--- config.mk ---
export PLATFORM = sky130hd
export DESIGN_NAME = oscillator_trim_binary_search_unit
export DESIGN_NICKNAME = d
export VERILOG_FILES = /design/src/hdl/otbs_pkg.sv /design/src/hdl/otbs_apb_regs.sv /design/src/hdl/otbs_search_core.sv /design/src/hdl/oscillator_trim_binary_search_unit.sv
export SDC_FILE = /design/constraint.sdc
export NUM_CORES = 1
export LEC_CHECK = 0
export BUFFER_PORTS_ARGS = -buffer_cell sky130_fd_sc_hd__buf_4
export CORE_UTILIZATION = 51
export DETAILED_ROUTE_END_ITERATION = 8
export PLACE_DENSITY = 0.83
export SYNTH_ARGS = -nofsm -noshare
export SYNTH_HDL_FRONTEND = slang
export SYNTH_SLANG_ARGS = --single-unit
--- constraint.sdc ---
create_clock -name clk -period 4.2 [get_ports clk]
set_input_delay 0.42 -clock clk [delete_from_list [all_inputs] [get_ports clk]]
set_output_delay 0.42 -clock clk [all_outputs]
set_load 0.02 [all_outputs]
--- src/hdl/otbs_pkg.sv ---
// Shared types and constants for the oscillator trim binary search unit.
package otbs_pkg;

  localparam int unsigned LenW  = 16;
  localparam int unsigned TrimW = 8;
  localparam int unsigned StepW = 7;
  localparam int unsigned AddrW = 3;
  localparam int unsigned DataW = 32;

  localparam logic [LenW-1:0]  TargetReset   = 16'd1827;
  localparam logic [LenW-1:0]  NoDeviation   = 16'd9999;
  localparam logic [StepW-1:0] FirstStep     = 7'd64;
  localparam logic [TrimW-1:0] FirstTrial    = 8'd64;
  localparam logic [TrimW-1:0] HighFirstTrial = 8'd192;

  // Register index taken from paddr[2]
  localparam logic RegTarget = 1'b0;

  // Input action codes
  localparam logic ActStart   = 1'b0;
  localparam logic ActMeasure = 1'b1;

  // One result beat
  typedef struct packed {
    logic [TrimW-1:0] trim_value;
    logic             is_final;
    logic             was_ignored;
  } result_t;

  // Search state visible to the top level for checking
  typedef struct packed {
    logic             searching;
    logic             region;
    logic [StepW-1:0] step;
  } status_t;

endpackage

--- src/hdl/otbs_apb_regs.sv ---
// APB configuration register block holding the target frame length.
module otbs_apb_regs (
  input  logic                       clk,
  input  logic                       rst,
  input  logic                       psel,
  input  logic                       penable,
  input  logic                       pwrite,
  input  logic [otbs_pkg::AddrW-1:0] paddr,
  input  logic [otbs_pkg::DataW-1:0] pwdata,
  output logic [otbs_pkg::DataW-1:0] prdata,
  output logic                       pready,
  output logic [otbs_pkg::LenW-1:0]  target
);
  import otbs_pkg::*;

  logic wr_en;

  assign pready = 1'b1;
  assign wr_en  = psel && penable && pwrite && (paddr[2] == RegTarget);

  // Target register write
  always_ff @(posedge clk) begin
    if (rst) begin
      target <= TargetReset;
    end else if (wr_en) begin
      target <= pwdata[LenW-1:0];
    end
  end

  // Read mux
  always_comb begin
    prdata = '0;
    if (paddr[2] == RegTarget) begin
      prdata = {{(DataW-LenW){1'b0}}, target};
    end
  end

endmodule

--- src/hdl/otbs_search_core.sv ---
// Search state and the single-step update for one staged item.
module otbs_search_core (
  input  logic                      clk,
  input  logic                      rst,
  input  logic                      advance,
  input  logic                      action,
  input  logic [otbs_pkg::LenW-1:0] meas,
  input  logic [otbs_pkg::LenW-1:0] target,
  output otbs_pkg::result_t         result,
  output otbs_pkg::status_t         status
);
  import otbs_pkg::*;

  logic             searching, searching_next;
  logic             region, region_next;
  logic [StepW-1:0] step, step_next;
  logic [TrimW-1:0] trial, trial_next;
  logic [TrimW-1:0] best_trim, best_trim_next;
  logic [LenW-1:0]  best_dev, best_dev_next;
  logic             below;
  logic [LenW-1:0]  dev;
  logic [TrimW-1:0] half_step;

  // Absolute deviation from target
  assign below     = meas < target;
  assign dev       = below ? (target - meas) : (meas - target);
  assign half_step = {1'b0, step >> 1};

  always_comb begin
    searching_next = searching;
    region_next    = region;
    step_next      = step;
    trial_next     = trial;
    best_trim_next = best_trim;
    best_dev_next  = best_dev;
    result         = '0;
    if (action == ActStart) begin
      searching_next    = 1'b1;
      region_next       = 1'b0;
      step_next         = FirstStep;
      best_trim_next    = '0;
      best_dev_next     = NoDeviation;
      trial_next        = FirstTrial;
      result.trim_value = FirstTrial;
    end else if (!searching) begin
      result.was_ignored = 1'b1;
    end else begin
      // keep strictly better trial
      if (dev < best_dev) begin
        best_dev_next  = dev;
        best_trim_next = trial;
      end
      if (step > 7'd1) begin
        step_next  = step >> 1;
        trial_next = below ? (trial + half_step) : (trial - half_step);
        result.trim_value = trial_next;
      end else if (!region) begin
        region_next       = 1'b1;
        step_next         = FirstStep;
        trial_next        = HighFirstTrial;
        result.trim_value = HighFirstTrial;
      end else begin
        searching_next    = 1'b0;
        result.trim_value = best_trim_next;
        result.is_final   = 1'b1;
      end
    end
  end

  // State update on each staged beat
  always_ff @(posedge clk) begin
    if (rst) begin
      searching <= 1'b0;
      region    <= 1'b0;
      step      <= FirstStep;
      trial     <= '0;
      best_trim <= '0;
      best_dev  <= NoDeviation;
    end else if (advance) begin
      searching <= searching_next;
      region    <= region_next;
      step      <= step_next;
      trial     <= trial_next;
      best_trim <= best_trim_next;
      best_dev  <= best_dev_next;
    end
  end

  assign status = '{searching: searching, region: region, step: step};

endmodule

--- src/hdl/oscillator_trim_binary_search_unit.sv ---
// Top level of the oscillator trim binary search unit.
//
// Input channel (meas_valid / meas_stall): one beat carries action and
// measured_length. Action start resets the search and yields trial 64;
// action measure scores the last trial and yields the next one. After the
// fourteenth measurement the best trim comes out with is_final set. A
// measurement with no search running yields was_ignored and changes nothing.
// Output channel (result_valid / result_stall): one result beat per input
// beat, in order: trim_value, is_final, was_ignored.
// Path: a beat passes through the input stage, then the result register.
// Throughput: one beat per cycle while the receiver does not stall, set by
// the state update between the stages.
// A stalled result holds; the input stage still takes one more beat, and
// meas_stall rises only when both stages are full and the receiver stalls.
// Reset (rst, synchronous) empties both stages, idles the search and sets
// the target frame length register (APB address 0) to 1827.
module oscillator_trim_binary_search_unit (
  input  logic                       clk,
  input  logic                       rst,
  input  logic                       psel,
  input  logic                       penable,
  input  logic                       pwrite,
  input  logic [otbs_pkg::AddrW-1:0] paddr,
  input  logic [otbs_pkg::DataW-1:0] pwdata,
  output logic [otbs_pkg::DataW-1:0] prdata,
  output logic                       pready,
  input  logic                       meas_valid,
  output logic                       meas_stall,
  input  logic                       action,
  input  logic [otbs_pkg::LenW-1:0]  measured_length,
  output logic                       result_valid,
  input  logic                       result_stall,
  output logic [otbs_pkg::TrimW-1:0] trim_value,
  output logic                       is_final,
  output logic                       was_ignored
);
  import otbs_pkg::*;

  logic            stg_valid;
  logic            stg_action;
  logic [LenW-1:0] stg_meas;
  logic [LenW-1:0] target;
  logic            out_free;
  logic            advance;
  logic            accept;
  result_t         step_result;
  status_t         status;

  otbs_apb_regs u_regs (
    .clk     (clk),
    .rst     (rst),
    .psel    (psel),
    .penable (penable),
    .pwrite  (pwrite),
    .paddr   (paddr),
    .pwdata  (pwdata),
    .prdata  (prdata),
    .pready  (pready),
    .target  (target)
  );

  otbs_search_core u_core (
    .clk     (clk),
    .rst     (rst),
    .advance (advance),
    .action  (stg_action),
    .meas    (stg_meas),
    .target  (target),
    .result  (step_result),
    .status  (status)
  );

  // Handshake control
  assign out_free   = !result_valid || !result_stall;
  assign advance    = stg_valid && out_free;
  assign meas_stall = stg_valid && !out_free;
  assign accept     = meas_valid && !meas_stall;

  // Input stage
  always_ff @(posedge clk) begin
    if (rst) begin
      stg_valid <= 1'b0;
    end else if (accept) begin
      stg_valid <= 1'b1;
    end else if (advance) begin
      stg_valid <= 1'b0;
    end
  end

  always_ff @(posedge clk) begin
    if (accept) begin
      stg_action <= action;
      stg_meas   <= measured_length;
    end
  end

  // Result register
  always_ff @(posedge clk) begin
    if (rst) begin
      result_valid <= 1'b0;
    end else if (out_free) begin
      result_valid <= advance;
    end
  end

  always_ff @(posedge clk) begin
    if (advance) begin
      trim_value  <= step_result.trim_value;
      is_final    <= step_result.is_final;
      was_ignored <= step_result.was_ignored;
    end
  end

  // Checks
  a_step_onehot: assert property (@(posedge clk) disable iff (rst)
    $onehot(status.step))
    else $error("step size is not a power of two");

  a_ignored_zero: assert property (@(posedge clk) disable iff (rst)
    result_valid && was_ignored |-> !is_final && trim_value == '0)
    else $error("ignored beat carries a trim value or final flag");

  a_final_idles: assert property (@(posedge clk) disable iff (rst)
    advance && step_result.is_final |=> !status.searching)
    else $error("search still running after final result");

  a_reset_empty: assert property (@(posedge clk)
    rst |=> !result_valid && !meas_stall)
    else $error("pipeline not empty after reset");

endmodule

==> reports/results.txt, run 1 <==
Hold Path Depth - 1
Worst Slack Setup Final - -297.5 ps
Critical Path RT - 4420 ps
Yosys warning count - 0
GRT overflow - 0
Hold Vio Cnt, Final - 0
Worst Setup End Kind - register
HP Class - in -> reg
drt first pass iters - 6
reg2reg path depth - 22
Area Overhead vs Synth - 32.23%
Period minus WS final - 4498 ps
CP Class - reg -> reg
DRC viols - 0
post-synth cell types - 72
H-tree depth - 3
RR Startpoint - stg_meas[11]
Final Power - 2.535 mW
#FFs+latches synth - 86
ratio of cells with drive above 1 in the final layout - 0.3096
core area - 0.01098 mm²
violated checks - setup timing
vias in the first global route - 5129
Nets - 912
clock buffer count from CTS - 9
worst vdd rail ir drop - 0.0002631 V
CTS Root Cell - clkbuf_16
final wirelength - 16560 µm
Antenna Nets Post-Route - 0
commonest non-fill, non-tap cell in the layout - buf_4
Finished Cell Area - 0.007695 mm²
FMAX - 0.2223 GHz
register area share after synthesis - 0.3423
CTS tree - yes
Port Buf Inserts - 68
Syn Area/Cell - 8.725 µm²
Ports - 104
worst-path cell chain - inv_1 > ha_1 > buf_4 > nand3_1 > nor2_1 > o211ai_1 > o21bai_4 > buf_12 > buf_4 > nand4_1 > o21ai_1 > xnor2_1 > ha_1 > o21ai_2 > nor2_2 > o2111ai_1 > o211ai_1 > buf_4 > mux2i_1 > nor2_1 > a21oi_1 > nor2_1
Hold Path Sink - stg_meas[15]
vias - 5561
Total Neg Setup Slack - -3820 ps
status - finished, violations left
most frequent cells in the layout - buf_4 (138), nor2_1 (73), inv_1 (61)
Die W - 108.8 µm
clk_skew - 8.774 ps
largest net degree at the start of global routing - 49
post-synth top area share - 0.2030
period utilization - 1.071
n_diodes - 0
clock-pin slew on the worst setup and hold paths - 70 ps
Die ar. - 0.01184 mm²
PwrDens - 329.5 mW/mm²
cells after synthesis - 667
Core Util, Final - 0.7006
hold_buf cts - 0
pre-CTS setup slack - -301.8 ps
Critical-path top delay cell - edfxtp_1
GRT Resource Usage Total - 0.2506
Initial Utilization - 0.5298
Placed Area - 0.006621 mm²
Critical Path Start Type - register
Synth Cell Area - 0.005819 mm²
top_reg_cell synth - dfxtp_1
final setup fails - 24
row count - 38
met1 usage - 0.2904
flop-to-flop setup slack - -300 ps
GRT busiest layer - met2
DR vias/cell - 5.910
reg2reg end - u_core.best_trim[2]
DR WL/cell - 17.59 µm
actual slew at the worst max-slew pin - 903.8 ps
Synth area leaders - dfxtp_1 (20%), edfxtp_1 (14%), ha_1 (12%)
clk_lat worst skew - 360 ps
CTS Buffer Depth - 2
initial antenna violation count - 0
crit-path max cell delay - 350 ps
Async SR Flop Fraction - 0
crit path max fanout - 8
hold path startpoint - measured_length[15]
Num Clock Sinks - 86
die height - 108.8 µm
Leakage - 3.351 nW
met3 Track Usage GR - 0.05499
Post-synth EDFFs - 27
Critical Path AT - 4720 ps
met2 Usage GRT - 0.4399
unrepaired setup endpoints after global routing - yes
1st-iter DRT viols - 495
max-capacitance violation count - 0
first-pass GRT wire length - 23270 µm
GPL Wtd Cong - 0.8842
hpwl dp - 10210 µm
Slew Limit Fails - 0
Worst slew margin - 0.3911
largest area contributor in the synthesized netlist - dfxtp_1
where the power goes:
group	leakage (nW)	total (mW)	internal, mW	switching (mW)
clock network	0.147	0.852	0.475	0.378
logic	2.46	0.782	0.375	0.407
registers	0.739	0.901	0.883	0.0182
flip-flops by register name, summed over array words and instances (netlist names), 7 cells and up:
register	cells
stg_meas	16
u_core.best_dev	16
u_regs.target	16
trim_value	8
u_core.best_trim	8
u_core.trial	8
u_core.step	7
synthesized netlist by cell type (5+ instances only):
| master | count |
|---|---|
| a211o_1 | 7 |
| a211oi_1 | 6 |
| a21o_1 | 6 |
| a21oi_1 | 58 |
| a22o_1 | 8 |
| a22oi_1 | 13 |
| buf_4 | 20 |
| buf_6 | 5 |
| clkbuf_1 | 15 |
| dfxtp_1 | 59 |
| edfxtp_1 | 27 |
| ha_1 | 54 |
| inv_1 | 63 |
| mux2i_1 | 11 |
| nand2_1 | 46 |
| nand2b_1 | 8 |
| nand3_1 | 14 |
| nand4_1 | 5 |
| nor2_1 | 81 |
| nor2b_1 | 9 |
| nor3_1 | 12 |
| o211ai_1 | 5 |
| o21a_1 | 11 |
| o21ai_0 | 18 |
| xnor2_1 | 16 |
| xor2_1 | 8 |
cell type report:
type                            instances  area (µm²)
Timing Repair Buffer                  151        1260
Inverter                               63       239.0
Tap cell                              140       175.2
Clock inverter                          7       90.09
Multi-Input combinational cell        485        3714
Clock buffer                            9       225.2
Sequential cell                        86        1992
Fill cell                             714        3288
metal layers:
metal	wire, µm	up-vias
met2	8458	337
met4	632	0
met1	6282	2599
met3	1183	71
li1	-	2554
met5	0	-
stage by stage:
stage / cells / hold WS [ps]
final: 941 / 238.1
after global routing: 941 / 231.1
after CTS: 929 / 244.5
after detailed placement: 890 / 454.6
after global placement: 890 / 443.8
after floorplan: 682 / 435.7
cells by family (layout without fill, tap and decap cells):
logic type               after synthesis  after routing  share of synthesized area
flip-flops                            86             86                     0.3423
multiplexers                          16             16                    0.02924
buffers and inverters                111            230                    0.09998
AO/OA/AOI/OAI                        175            175                     0.2094
adder cells (fa/ha/maj)               57             57                     0.1264
XOR/XNOR                              24             24                    0.03612
AND/OR/NAND/NOR                      196            196                     0.1552
other                                  2             17                   0.001291
worst max-delay path, delay by kind of cell (launching register included):
family | cells | cell delay [ps]
AO/OA/AOI/OAI | 7 | 1330
AND/OR/NAND/NOR | 6 | 720
XOR/XNOR | 1 | 190
multiplexers | 1 | 310
buffers and inverters | 5 | 790
adder cells (fa/ha/maj) | 2 | 680
flip-flops | 1 | 350
worst max path at each step:
stage                             from             endpoint  slack [ps]  cells past startpoint
after floorplan            stg_meas[0]        trim_value[6]           4                     21
after global placement     stg_meas[0]  u_core.best_dev[12]         -90                     20
after detailed placement   stg_meas[0]  u_core.best_dev[14]        -300                     20
after CTS                  stg_meas[0]        trim_value[5]        -150                     22
after global routing       stg_meas[0]  u_core.best_trim[2]        -480                     23
final                     stg_meas[11]  u_core.best_trim[2]        -300                     22
what timing repair did:
item                       4_1_cts  5_1_grt
resized for setup               31       69
setup buffers                   21       16
pin swaps                       10       35
setup endpoints to repair       28       34
gates cloned                     2        2
Power figures use the tool's default switching activity.
==> inputs of run 2 (changes only) <==
CORE_UTILIZATION = 52   (was 51)
PLACE_DENSITY = 0.84   (was 0.83)
SYNTH_HIERARCHICAL = 1   (was default)
==> run 2 against run 1 <==
  * Synthesized cell count down 0.15%
  * Critical path depth fell by 4
  * Largest cell class unchanged
  * Sequential share of layout area up 0.089 points
  * Final cell count unchanged
  * Register-to-register slack worse by 40 ps
  * Via count decreased by 0.31%
  * The run still ends with setup timing left
==> reports/results.txt, run 2 <==
critical path capture point - trim_value[6]
Final Power - 2.360 mW (-6.9%)
area of the multi-input gates - 0.003859 mm² (+3.9%)
PwrDens - 307.7 mW/mm² (-6.6%)
Core Util, Final - 0.6745 (-0.02614)
Fillers - 824 (+15%)
final setup fails - 32 (+33%)
most frequent cells in the layout - buf_4 (133), nor2_1 (65), inv_1 (64)
Yosys warning count - 6 (+6)
CTS tree - yes
GPL Wtd Cong - 0.8937 (+1.1%)
hpwl dp - 11310 µm (+11%)
vias in the first global route - 5255 (+2.5%)
final wirelength - 16510 µm (-0.25%)
unrepaired setup endpoints after global routing - yes
crit path launch - stg_meas[0]
Pint - 1.631 mW (-5.9%)
Storage cell area - 0.001992 mm² (unchanged)
period utilization - 1.080 (+0.009543)
GRT Resource Usage Total - 0.2681 (+0.01753)
hold_buf cts - 0 (unchanged)
pre-CTS setup slack - -363.2 ps (-61.42 ps)
Switching Fraction - 0.3090 (-0.007573)
max-capacitance violation count - 0 (unchanged)
clk_lat worst skew - 340 ps (-20 ps)
CTS Root Cell - clkbuf_16
Critical Path RT - 4250 ps (-170 ps)
top flop regs - stg_meas: 16 flops, u_core/best_dev: 16 flops, u_regs/target: 16 flops
crit path max fanout - 7 (-1)
cells after synthesis - 666 (-0.15%)
n_diodes - 0 (unchanged)
Port Buf Inserts - 68 (unchanged)
vias - 5544 (-0.31%)
largest net degree at the start of global routing - 62 (+27%)
RR Startpoint - stg_meas[0]
Critical Path AT - 4590 ps (-130 ps)
clock-pin slew on the worst setup and hold paths - 70 ps (about the same)
Clock power frac - 0.338 (+0.002)
CP Class - reg -> reg
1st-iter DRT viols - 434 (-12%)
violated checks - setup timing
clock buffer count from CTS - 9 (unchanged)
Finished Cell Area - 0.007669 mm² (-0.34%)
DR WL/cell - 17.55 µm (-0.25%)
status - finished, violations left
Placed Area - 0.006964 mm² (+5.2%)
Antenna Nets Post-Route - 0 (unchanged)
Num Clock Sinks - 86 (unchanged)
Nets - 909 (-0.33%)
drt first pass iters - 7 (+1)
Hold Vio Cnt, Final - 0 (unchanged)
Ports - 104 (unchanged)
DR vias/cell - 5.892 (-0.31%)
initial antenna violation count - 0 (unchanged)
Gate power share - 0.283 (-0.025)
Slew Limit Fails - 0 (unchanged)
clk_skew - 10.45 ps (+1.671 ps)
Synth Cell Area - 0.006061 mm² (+4.1%)
Leakage - 3.382 nW (+0.94%)
GRT overflow - 0 (unchanged)
Period minus WS final - 4538 ps (+40.08 ps)
worst vdd rail ir drop - 0.0002297 V (-13%)
commonest non-fill, non-tap cell in the layout - buf_4
core area - 0.01137 mm² (+3.5%)
first-pass GRT wire length - 25100 µm (+7.9%)
sequential share of power - 0.379 (+0.024)
HP Class - in -> reg
Die W - 110.0 µm (+1.0%)
reg2reg path depth - 18 (-18%)
row count - 39 (+2.6%)
H-tree depth - 3 (unchanged)
Worst Slack Setup Final - -337.6 ps (-40.08 ps)
Die ar. - 0.01209 mm² (+2.1%)
Syn Area/Cell - 9.100 µm² (+4.3%)
Switch Pwr - 729.1 µW (-9.2%)
DRC viols - 0 (unchanged)
ratio of cells with drive above 1 in the final layout - 0.3033 (-0.006355)
Initial Utilization - 0.5331 (+0.003222)
reg2reg end - trim_value[6]
placed cells - 910 (+2.2%)
Critical Path Start Type - register
Layout Cells excl Fill - 941 (unchanged)
Area Overhead vs Synth - 26.53%
Worst slew margin - 0.3679 (-0.02315)
actual slew at the worst max-slew pin - 941.8 ps (+37.96 ps)
FMAX - 0.2204 GHz (-0.88%)
flop-to-flop setup slack - -340 ps (-40 ps)
die height - 110.0 µm (+1.0%)
CTS Buffer Depth - 2 (unchanged)
Worst Setup End Kind - register
run 2: power groups by stage:
stage	Clock (mW)	Combinational (mW)	Sequential (mW)
3_5_place_dp	0	0.546	0.913
5_1_grt	0.848	0.706	0.898
3_3_place_gp	0	0.527	0.911
4_1_cts	0.809	0.591	0.894
6_report	0.798	0.667	0.895
2_1_floorplan	0	0.380	0.916
run 2: worst min path at each step:
stage                             start                   to  cells past startpoint
CTS                  measured_length[1]          stg_meas[1]                      1
global route         measured_length[2]          stg_meas[2]                      1
detailed placement   u_core/best_dev[9]   u_core/best_dev[9]                      2
finish               measured_length[1]          stg_meas[1]                      1
floorplan           u_core/best_dev[10]  u_core/best_dev[10]                      2
global placement     u_core/best_dev[3]   u_core/best_dev[3]                      2
run 2: repair_timing:
item,CTS,global route
gates cloned,3,0
setup endpoints to repair,33,34
pin swaps,15,32
setup buffers,4,8
gates resized for setup,33,32
run 2: worst max-delay path, stage by stage, from the launching register on:
cell      delay, ps
edfxtp_1        390
inv_1            70
ha_2            180
inv_2            40
fa_2            350
a21o_1          220
a22oi_2         260
a221oi_4        150
or2_4           310
mux2i_1         140
xnor2_1         260
ha_1            310
a21oi_2         130
o21ai_1         110
a211o_1         350
a311o_4         480
mux2i_2         220
a21o_1          160
o311ai_1        110
run 2: through the flow:
stage | TNS (ps) | hold slack [ps]
after floorplan | 0 | 436.8
after CTS | -1304 | 245.0
after global placement | -3486 | 444.6
after detailed placement | -10670 | 457.5
after global routing | -12690 | 243.3
final | -8081 | 252.4
run 2: layer usage:
| layer | global-route usage | routed length (µm) |
|---|---|---|
| met1 | 0.3275 | 6563 |
| met2 | 0.4696 | 8388 |
| met3 | 0.04979 | 1059 |
| met4 | 0.09238 | 503 |
| met5 | 0 | 0 |
run 2: area by class of cell:
cell class,instances,share of cell area
Sequential cell,86,0.2597
Timing Repair Buffer,141,0.1436
Multi-Input combinational cell,490,0.5032
Inverter,65,0.03182
Clock inverter,4,0.004895
Clock buffer,12,0.03345
Tap cell,143,0.02333
